--- config.mk ---
export PLATFORM = sky130hd
export DESIGN_NAME = fir_filter_q15_direct_form_top
export DESIGN_NICKNAME = d
export VERILOG_FILES = /design/src/hw/rtl/firq15_pkg.sv /design/src/hw/rtl/firq15_cell.sv /design/src/hw/rtl/firq15_mac.sv /design/src/hw/rtl/fir_filter_q15_direct_form_top.sv
export SDC_FILE = /design/constraint.sdc
export NUM_CORES = 2
export LEC_CHECK = 0
export BUFFER_PORTS_ARGS = -buffer_cell sky130_fd_sc_hd__buf_2
export CAP_MARGIN = 0
export CORE_ASPECT_RATIO = 2
export CORE_MARGIN = 2
export CORE_UTILIZATION = 59
export DETAILED_ROUTE_END_ITERATION = 7
export PLACE_DENSITY = 0.8
export RECOVER_POWER = 25
export SETUP_SLACK_MARGIN = 0.15
export SLEW_MARGIN = 20
export SYNTH_ARGS = -nofsm -noshare
export SYNTH_HDL_FRONTEND = slang
export SYNTH_HIERARCHICAL = 1
export SYNTH_SLANG_ARGS = --single-unit
--- constraint.sdc ---
create_clock -name clk -period 8.6 [get_ports clk]
set_input_delay 0.43 -clock clk [delete_from_list [all_inputs] [get_ports clk]]
set_output_delay 0.43 -clock clk [all_outputs]
set_load 0.1 [all_outputs]
--- src/hw/rtl/firq15_pkg.sv ---
`default_nettype none

package firq15_pkg;

    localparam int MAX_TAPS = 32;
    localparam int Q_SHIFT  = 15;
    localparam int DATA_W   = 16;
    localparam int PROD_W   = 2 * DATA_W;
    localparam int TAP_W    = 5;
    localparam int CNT_W    = $clog2(MAX_TAPS + 1);

    localparam logic             FUNC_WRITE      = 1'b0;
    localparam logic             FUNC_PUSH       = 1'b1;
    localparam logic [CNT_W-1:0] TAP_COUNT_RESET = CNT_W'(MAX_TAPS);

    typedef logic signed [DATA_W-1:0] sample_t;

    typedef enum logic [1:0] {
        ST_IDLE,
        ST_MAC,
        ST_DRAIN,
        ST_DONE
    } state_t;

    typedef struct packed {
        logic shift;
        logic rotate;
        logic write;
    } cell_ctrl_t;

    typedef struct packed {
        logic clear;
        logic mul_en;
    } mac_ctrl_t;

endpackage

`default_nettype wire

--- src/hw/rtl/firq15_cell.sv ---
`default_nettype none

module firq15_cell (
    input  wire logic                   clk,
    input  wire logic                   rst_n,
    input  wire firq15_pkg::cell_ctrl_t ctrl,
    input  wire firq15_pkg::sample_t    shift_in,
    input  wire firq15_pkg::sample_t    rot_d,
    input  wire firq15_pkg::sample_t    rot_c,
    input  wire firq15_pkg::sample_t    wr_coef,
    output firq15_pkg::sample_t         d,
    output firq15_pkg::sample_t         c
);

    firq15_pkg::sample_t d_reg;
    firq15_pkg::sample_t c_reg;

    // delay tap: aged by a push, circulated during the mac pass
    always_ff @(posedge clk or negedge rst_n)
    begin
        if (!rst_n)
        begin
            d_reg <= '0;
        end
        else
        begin
            priority if (ctrl.shift)
            begin
                d_reg <= shift_in;
            end
            else if (ctrl.rotate)
            begin
                d_reg <= rot_d;
            end
        end
    end

    always_ff @(posedge clk)
    begin
        priority if (ctrl.write)
        begin
            c_reg <= wr_coef;
        end
        else if (ctrl.rotate)
        begin
            c_reg <= rot_c;
        end
    end

    assign d = d_reg;
    assign c = c_reg;

endmodule

`default_nettype wire

--- src/hw/rtl/firq15_mac.sv ---
`default_nettype none

module firq15_mac (
    input  wire logic                      clk,
    input  wire logic                      rst_n,
    input  wire firq15_pkg::mac_ctrl_t     ctrl,
    input  wire firq15_pkg::sample_t       d,
    input  wire firq15_pkg::sample_t       c,
    output logic [firq15_pkg::DATA_W-1:0]  acc
);

    logic signed [firq15_pkg::PROD_W-1:0] prod_next;
    logic signed [firq15_pkg::PROD_W-1:0] prod_reg;
    logic                                 prod_vld_reg;
    logic [firq15_pkg::DATA_W-1:0]        acc_reg;
    logic [firq15_pkg::DATA_W-1:0]        acc_next;

    assign prod_next = firq15_pkg::PROD_W'(d) * firq15_pkg::PROD_W'(c);

    // asr by 15 then keep 16 bits: only this slice reaches the wrapped sum
    assign acc_next = acc_reg
        + prod_reg[firq15_pkg::Q_SHIFT + firq15_pkg::DATA_W - 1 : firq15_pkg::Q_SHIFT];

    always_ff @(posedge clk)
    begin
        if (ctrl.mul_en)
        begin
            prod_reg <= prod_next;
        end
    end

    always_ff @(posedge clk or negedge rst_n)
    begin
        if (!rst_n)
        begin
            prod_vld_reg <= 1'b0;
        end
        else
        begin
            prod_vld_reg <= ctrl.mul_en;
        end
    end

    always_ff @(posedge clk)
    begin
        priority if (ctrl.clear)
        begin
            acc_reg <= '0;
        end
        else if (prod_vld_reg)
        begin
            acc_reg <= acc_next;
        end
    end

    assign acc = acc_reg;

endmodule

`default_nettype wire

--- src/hw/rtl/fir_filter_q15_direct_form_top.sv ---
// channel | signals                                     | transfer when
// --------+---------------------------------------------+-----------------------
// in      | in_valid in_ready func tap_index            | in_valid & in_ready
//         | coefficient sample                          |
// out     | out_valid out_ready filtered                | out_valid & out_ready
// cfg     | cfg_valid cfg_ready cfg_data (tap_count)    | cfg_valid & cfg_ready
//
// a coefficient write completes in ST_IDLE; a sample push runs ST_MAC over the
// n taps in use, with the single multiplier fed from tap cell 0 while the tap
// ring circulates once, then ST_DRAIN and ST_DONE. the result sits in an output
// register, so a new item is taken while it waits; a finished sum waits only if
// that register is still full. reset clears the delay line, sets tap_count to 32.

`default_nettype none

module fir_filter_q15_direct_form_top (
    input  wire logic                                clk,
    input  wire logic                                rst_n,
    input  wire logic                                in_valid,
    output logic                                     in_ready,
    input  wire logic                                func,
    input  wire logic [firq15_pkg::TAP_W-1:0]        tap_index,
    input  wire logic signed [firq15_pkg::DATA_W-1:0] coefficient,
    input  wire logic signed [firq15_pkg::DATA_W-1:0] sample,
    output logic                                     out_valid,
    input  wire logic                                out_ready,
    output logic signed [firq15_pkg::DATA_W-1:0]     filtered,
    input  wire logic                                cfg_valid,
    output logic                                     cfg_ready,
    input  wire logic [firq15_pkg::CNT_W-1:0]        cfg_data
);

    firq15_pkg::state_t state_reg;
    firq15_pkg::state_t state_next;

    logic [firq15_pkg::CNT_W-1:0]  tap_count_reg;
    logic [firq15_pkg::CNT_W-1:0]  n_act;
    logic [firq15_pkg::CNT_W-1:0]  n_reg;
    logic [firq15_pkg::CNT_W-1:0]  cnt_reg;
    logic                          out_valid_reg;
    logic [firq15_pkg::DATA_W-1:0] filtered_reg;
    logic [firq15_pkg::DATA_W-1:0] acc;

    logic push_fire;
    logic wr_fire;
    logic rot_en;
    logic out_load;
    logic last_tap;

    firq15_pkg::sample_t d_arr [firq15_pkg::MAX_TAPS];
    firq15_pkg::sample_t c_arr [firq15_pkg::MAX_TAPS];
    firq15_pkg::mac_ctrl_t mac_ctrl;

    // zero counts as one tap, anything above the line length saturates
    always_comb
    begin
        priority if (tap_count_reg == '0)
        begin
            n_act = firq15_pkg::CNT_W'(1);
        end
        else if (tap_count_reg > firq15_pkg::CNT_W'(firq15_pkg::MAX_TAPS))
        begin
            n_act = firq15_pkg::CNT_W'(firq15_pkg::MAX_TAPS);
        end
        else
        begin
            n_act = tap_count_reg;
        end
    end

    assign push_fire = in_valid && in_ready && (func == firq15_pkg::FUNC_PUSH);
    assign wr_fire   = in_valid && in_ready && (func == firq15_pkg::FUNC_WRITE);
    assign last_tap  = (cnt_reg == (n_reg - firq15_pkg::CNT_W'(1)));

    always_comb
    begin
        state_next = state_reg;
        unique case (state_reg)
            firq15_pkg::ST_IDLE:
            begin
                if (push_fire)
                begin
                    state_next = firq15_pkg::ST_MAC;
                end
            end
            firq15_pkg::ST_MAC:
            begin
                if (last_tap)
                begin
                    state_next = firq15_pkg::ST_DRAIN;
                end
            end
            firq15_pkg::ST_DRAIN:
            begin
                state_next = firq15_pkg::ST_DONE;
            end
            firq15_pkg::ST_DONE:
            begin
                if (!out_valid_reg || out_ready)
                begin
                    state_next = firq15_pkg::ST_IDLE;
                end
            end
            default:
            begin
                state_next = firq15_pkg::ST_IDLE;
            end
        endcase
    end

    always_comb
    begin
        in_ready = 1'b0;
        rot_en   = 1'b0;
        out_load = 1'b0;
        unique case (state_reg)
            firq15_pkg::ST_IDLE:
            begin
                in_ready = 1'b1;
            end
            firq15_pkg::ST_MAC:
            begin
                rot_en = 1'b1;
            end
            firq15_pkg::ST_DRAIN:
            begin
                rot_en = 1'b0;
            end
            firq15_pkg::ST_DONE:
            begin
                out_load = !out_valid_reg || out_ready;
            end
            default:
            begin
                in_ready = 1'b0;
            end
        endcase
    end

    always_ff @(posedge clk or negedge rst_n)
    begin
        if (!rst_n)
        begin
            state_reg     <= firq15_pkg::ST_IDLE;
            tap_count_reg <= firq15_pkg::TAP_COUNT_RESET;
            n_reg         <= firq15_pkg::CNT_W'(1);
            cnt_reg       <= '0;
            out_valid_reg <= 1'b0;
        end
        else
        begin
            state_reg <= state_next;
            if (cfg_valid && cfg_ready)
            begin
                tap_count_reg <= cfg_data;
            end
            if (push_fire)
            begin
                n_reg   <= n_act;
                cnt_reg <= '0;
            end
            else if (rot_en)
            begin
                cnt_reg <= cnt_reg + firq15_pkg::CNT_W'(1);
            end
            priority if (out_load)
            begin
                out_valid_reg <= 1'b1;
            end
            else if (out_ready)
            begin
                out_valid_reg <= 1'b0;
            end
        end
    end

    always_ff @(posedge clk)
    begin
        if (out_load)
        begin
            filtered_reg <= acc;
        end
    end

    // tap ring: a push ages the used taps, the mac pass turns them once around
    // so that cell 0 shows tap k after k steps and the ring ends where it began
    for (genvar i = 0; i < firq15_pkg::MAX_TAPS; i++)
    begin : g_tap
        firq15_pkg::cell_ctrl_t ctrl;
        firq15_pkg::sample_t    shift_in;
        firq15_pkg::sample_t    rot_d;
        firq15_pkg::sample_t    rot_c;

        assign ctrl.shift  = push_fire && (firq15_pkg::CNT_W'(i) < n_act);
        assign ctrl.rotate = rot_en && (firq15_pkg::CNT_W'(i) < n_reg);
        assign ctrl.write  = wr_fire && (tap_index == firq15_pkg::TAP_W'(i));

        if (i == 0)
        begin : g_head
            assign shift_in = sample;
        end
        else
        begin : g_body
            assign shift_in = d_arr[i-1];
        end

        if (i == firq15_pkg::MAX_TAPS - 1)
        begin : g_wrap
            assign rot_d = d_arr[0];
            assign rot_c = c_arr[0];
        end
        else
        begin : g_next
            assign rot_d = (n_reg == firq15_pkg::CNT_W'(i + 1)) ? d_arr[0] : d_arr[i+1];
            assign rot_c = (n_reg == firq15_pkg::CNT_W'(i + 1)) ? c_arr[0] : c_arr[i+1];
        end

        firq15_cell u_cell (
            .clk      (clk),
            .rst_n    (rst_n),
            .ctrl     (ctrl),
            .shift_in (shift_in),
            .rot_d    (rot_d),
            .rot_c    (rot_c),
            .wr_coef  (coefficient),
            .d        (d_arr[i]),
            .c        (c_arr[i])
        );
    end

    assign mac_ctrl.clear  = push_fire;
    assign mac_ctrl.mul_en = rot_en;

    firq15_mac u_mac (
        .clk   (clk),
        .rst_n (rst_n),
        .ctrl  (mac_ctrl),
        .d     (d_arr[0]),
        .c     (c_arr[0]),
        .acc   (acc)
    );

    assign cfg_ready = 1'b1;
    assign out_valid = out_valid_reg;
    assign filtered  = filtered_reg;

endmodule

`default_nettype wire

Word-level counts from Yosys, hierarchy flattened
Index checks and enable logic that the tools add are counted.
{ "totals": {"ff_bits": 1109, "latch_bits": 0, "mem_bits_rw": 0, "mem_bits_ro": 0, "word_cells": 590, "mem_count": 0} }
{ "classes": {"addsub": 3, "n_mul": 1, "div_mod_pow": 0, "order_cmp": 65, "n_eq_ne": 71, "n_shift": 0, "muxes": 203, "n_bitwise": 1, "reduce_logical": 173} }
{ "ops": {"columns": ["op", "n"], "rows": [
  ["$mux W16", 190],
  ["$lt A5 B6 Y1 const A", 32],
  ["$reduce_bool A2 Y1", 66],
  ["$logic_and A1 B1 Y1", 99],
  ["$eq A6 B5 Y1 const B", 16],
  ["$lt A4 B6 Y1 const A", 16],
  ["$eq A5 B5 Y1 const B", 16],
  ["$eq A6 B4 Y1 const B", 8],
  ["$lt A3 B6 Y1 const A", 8],
  ["$eq A5 B4 Y1 const B", 8],
  ["$mul A16 B16 Y31", 1],
  ["$eq A6 B3 Y1 const B", 4],
  ["$lt A1 B6 Y1 const A", 4],
  ["$lt A2 B6 Y1 const A", 4],
  ["$mux W6", 4],
  ["$eq A5 B3 Y1 const B", 4],
  ["$add A16 B16 Y16", 1],
  ["$eq A6 B2 Y1 const B", 2],
  ["$eq A5 B2 Y1 const B", 2],
  ["$ne A2 B2 Y1 const B", 5],
  ["$pmux W2 S4", 1],
  ["$add A6 B1 Y6 const B", 1],
  ["$eq A6 B1 Y1 const B", 1],
  ["$eq A6 B6 Y1", 1],
  ["15 further kinds", 23]
]} }

Logic depth before layout (Yosys ltp)
{ "depth": {"depth_word": 7, "depth_mapped": 23, "ltp_nobuf": 22} }

Modules after synthesis
The synthesis kept the hierarchy.
{ "modules_own_cells": {"columns": ["module", "instances", "cells_per_inst", "area_per_inst_um2", "seq_area_each_um2"], "rows": [
  ["firq15_cell", 32, 104, 1476.4, 880.8],
  ["fir_filter_q15_direct_form_top", 1, 1554, 15075.7, 1008.5],
  ["firq15_mac", 1, 1172, 10963.0, 825.8]
]} }

Worst setup path after synthesis
No wires, ideal clock.
{ "synth_path": {"path_type": "reg2reg", "startpoint": "register g_tap[0].u_cell.d_reg[15]", "endpoint": "register u_mac/prod_reg[27] (netlist bit), data pin", "setup_ns": 0.167, "arrival_ns": 5.901, "required_ns": 8.433, "path_slack_ns": 2.531, "path_stages_with_launch": 22, "path_buffers": 1, "cell_sequence": "dfrtp_1 > clkbuf_1 > nand2_1 > inv_1 > fa_1 > inv_1 > fa_1 > inv_1 > fa_1 > fa_1 > fa_1 > inv_1 > fa_1 > inv_1 > ha_1 > and3_1 > nand3_1 > inv_1 > nand4_2 > a21boi_1 > mux2_1 > a221oi_2"} }
{ "synth_between": {"elab_chain_len": 1} }
{ "synth_lines": {"columns": ["item", "line", "rtl"], "rows": [
  ["from (decl)", "firq15_cell.sv:15", "firq15_pkg::sample_t d_reg;"],
  ["from (signal assigned)", "firq15_cell.sv:29", "d_reg <= shift_in;"],
  ["from (signal assigned)", "firq15_cell.sv:33", "d_reg <= rot_d;"],
  ["$mul A16 B16 Y31", "firq15_mac.sv:18", "assign prod_next = firq15_pkg::PROD_W'(d) * firq15_pkg::PROD_W'(c);"],
  ["net u_mac.prod_next, one bit", "firq15_mac.sv:12", "logic signed [firq15_pkg::PROD_W-1:0] prod_next;"],
  ["to (signal assigned)", "firq15_mac.sv:28", "prod_reg <= prod_next;"],
  ["to (decl)", "firq15_mac.sv:13", "logic signed [firq15_pkg::PROD_W-1:0] prod_reg;"]
]} }
The timed path passes the listed nets, and every way through them passes these cells.
A chain may end at the register's enable or synchronous reset.

Worst setup path after layout
Same ends and word-level chain as after synthesis.

==> impl_metrics.csv <==
group,metric,value,unit
run_status,status,"finished with violations",
run_status,violations,"DRC, capacitance limit, slew limit",
layout,instances_no_fill,7634,
sta,tightestPinTransition,4.796,ns
route,vias,47693,
synthesis,synthesis.area,73280,um2
route,wl,196300,um
setup_path,cp_top_family,"adder cells",
clock_network,cts_tree,"built",
layout,finish.utilization,62.44,%
setup_path,crit_buf_inv,7,
clock_network,cts_made_buffers,96,
layout,n_fill_cell,9257,
global_route,grt_usage,31.03,%
global_route,grt_max_degree,152,
setup_path,cp-end-kind,"flop",
synthesis,synth_nets,6460,
route,wl_per_cell,25.72,um
clock_network,h-tree-depth,3,
setup_path,cpMaxStageDelayCell,"dfrtp_2",
die,start_util,59.49,%
route,ant_nets,0,
route,detail_route.vias_per_cell,6.247,
setup_path,crit_fanout,29,
run,drv_cap,4,
placed_design,placed_cells,7431,
layout,drive_above_1_share,32.44,%
clock_network,cts_sinks,1094,
synthesis,seq_area_frac_synth,40.97,%
sta,grt_setup_unrepaired,"no",
synthesis,yosysWarnings,6,
clock_network,clk_latency,0.76,ns
sta,drv_slew,229,
sta,setup_tns,0,ns
setup_path,startpoint_type,"flop",
synthesis,synthArstFlopShare,48.81,%
setup_path,arrival,7.50,ns
clock_network,clkTransAtPathRegs,0.07,ns
setup_path,worstSetupPathType,"flop to flop",
placed_design,io_buffers,66,
synthesis,synth_cell_type_count,79,
global_route,grt_pass1_wl,301300,um
layout,area_growth_syn_to_layout,4.965,%
die,ioPinCount,68,
global_route,antenna_found_initial,11,
die,core_area,123200,um2
sta,period_needed,6.961,ns
die,die_w,253.2,um
sta,timing.fmax,0.1437,GHz
die,die_h,502.4,um
setup_path,worst_ep_required_time,9.14,ns
synthesis,synth-seq-cells,1094,
die,die-area,127200,um2
sta,setup_viol,0,
synthesis,synth_edf_count,544,
clock_network,ctsRootBufferMaster,"clkbuf_16",
synthesis,syn-instance-count,6054,
die,rows,182,
placed_design,dp_hpwl,128400,um
global_route,grt_pass1_vias,50538,
route,drt-pass1-iter-count,8,
global_route,grt.overflow.total,0,
sta,finClkSkew,0.06344,ns
sta,final-hold-violation-count,0,
route,first_iter_violations,3817,
route,drc,2,
layout,nNetsFinal,6299,
setup_path,crit_chain,"buf_4 > nand2_1 > inv_1 > fa_1 > inv_1 > fa_1 > inv_1 > fa_1 > fa_1 > fa_1 > inv_1 > fa_1 > inv_1 > ha_1 > and3_1 > nand3_1 > inv_1 > nand4_2 > a21boi_1 > mux2_1 > a221oi_2",
setup_path,slowest_delay,0.77,ns
sta,worst_slew_margin_rel,-219.7,%
min_path,holdCritPathClass,"input port to flop",
placed_design,gp_congestion,0.9419,
synthesis,synth_ff_type,"edfxtp_1",
sta,holdWs,0.02157,ns
sta,finalCritPeriodShare,80.95,%
clock_network,clk_path_buf_depth,3,
synthesis,syn_avg_cell_area,12.11,um2
clock_network,post_cts_buffers,0,
cell usage in the layout, fill, tap and decap left out, types with 130 or more instances in the layout:
cell      Yosys  final
nand2_1     694    694
buf_4         3    130
fa_1        256    256
edfxtp_1    544    544
mux2i_1     522    522
o21ai_0     251    250
dfrtp_1     532    516
mux2_2     1165   1165
inv_1       299    299
o21ai_1     290    290
mux2_4      317    317
cell type report:
cell class	count	area (um2)	share of cell area, %
repair buffers	224	1551	2.017
diodes	4	10.01	0.01301
flip-flops and latches	1094	30050	39.06
multi-input cells	4176	38940	50.62
clock inverters	41	429.2	0.5579
inverters	301	1130	1.469
well taps	1656	2072	2.694
clock buffers	138	2744	3.567
Yosys cell counts, drive strengths merged, types with 19 or more instances:
cell | n | area share (%)
nor2b | 19 | 0.16
nor3 | 21 | 0.17
buf | 265 | 3.8
edfxtp | 544 | 22
fa | 256 | 7.0
nand3 | 21 | 0.15
inv | 299 | 1.5
dfrtp | 532 | 18
a21oi | 60 | 0.41
and2 | 124 | 1.1
or2 | 37 | 0.32
nand2 | 697 | 3.6
o21ai | 541 | 3.7
ha | 101 | 1.7
mux2i | 522 | 7.1
xnor2 | 31 | 0.38
clkbuf | 218 | 1.1
mux2 | 1512 | 25
nor2 | 101 | 0.53
cells by family after synthesis:
logic type / Yosys count / share of synthesized area, %
muxes: 2034 / 31.99
DFF: 1094 / 40.97
and+or+nand+nor: 1073 / 6.532
buffers and inverters: 784 / 6.416
AOI/OAI and AO/OA: 669 / 4.864
adders and majority gates: 357 / 8.718
xor gates and xnor gates: 42 / 0.5122
other: 1 / 0.005117
worst paths after layout:
check / startpoint / to / slack, ns / cells after the start
setup / recovery: g_tap[0].u_cell/d[15] / u_mac/prod_reg[27] / 1.64 / 21
hold / removal: sample[11] / g_tap[0].u_cell/d[11] / 0.02 / 3
setup reg to reg: g_tap[0].u_cell/d[15] / u_mac/prod_reg[27] / 1.64 / 21
hold reg to reg: g_tap[28].u_cell/d[14] / g_tap[29].u_cell/d[14] / 0.47 / 2
max in group asynchronous: rst_n / g_tap[0].u_cell/d[7] / 2.63 / 3
min in group asynchronous: rst_n / g_tap[7].u_cell/d[2] / 1.97 / 2
per-stage QoR:
step | instance area [um2] | setup slack, ns
5_1_grt | 76920 | 1.276
6_report | 76920 | 1.639
2_1_floorplan | 73280 | 2.531
3_5_place_dp | 73560 | 1.704
3_3_place_gp | 73550 | 1.835
4_1_cts | 76940 | 1.634
worst min-delay path, stage by stage:
cell and delay [ns]:
buf_2 0.10, nand2_1 0.11, o21ai_1 0.09
layer usage:
layer | vias up | global-route usage, % | wire length (um)
met1 | 24327 | 34.07 | 70100
li1 | 20857 | - | -
met5 | - | 0 | 114
met4 | 16 | 22.20 | 15360
met2 | 1814 | 54.01 | 99050
met3 | 679 | 5.447 | 11710
what timing repair did:
item                                   CTS  global route
gates resized for setup                  0             0
endpoints found under the hold margin   95             0
hold buffers                            20             0
Power is left out: the tool's default activity adds up to more than one toggle a clock period on the data nets, which glitch-free logic cannot reach.
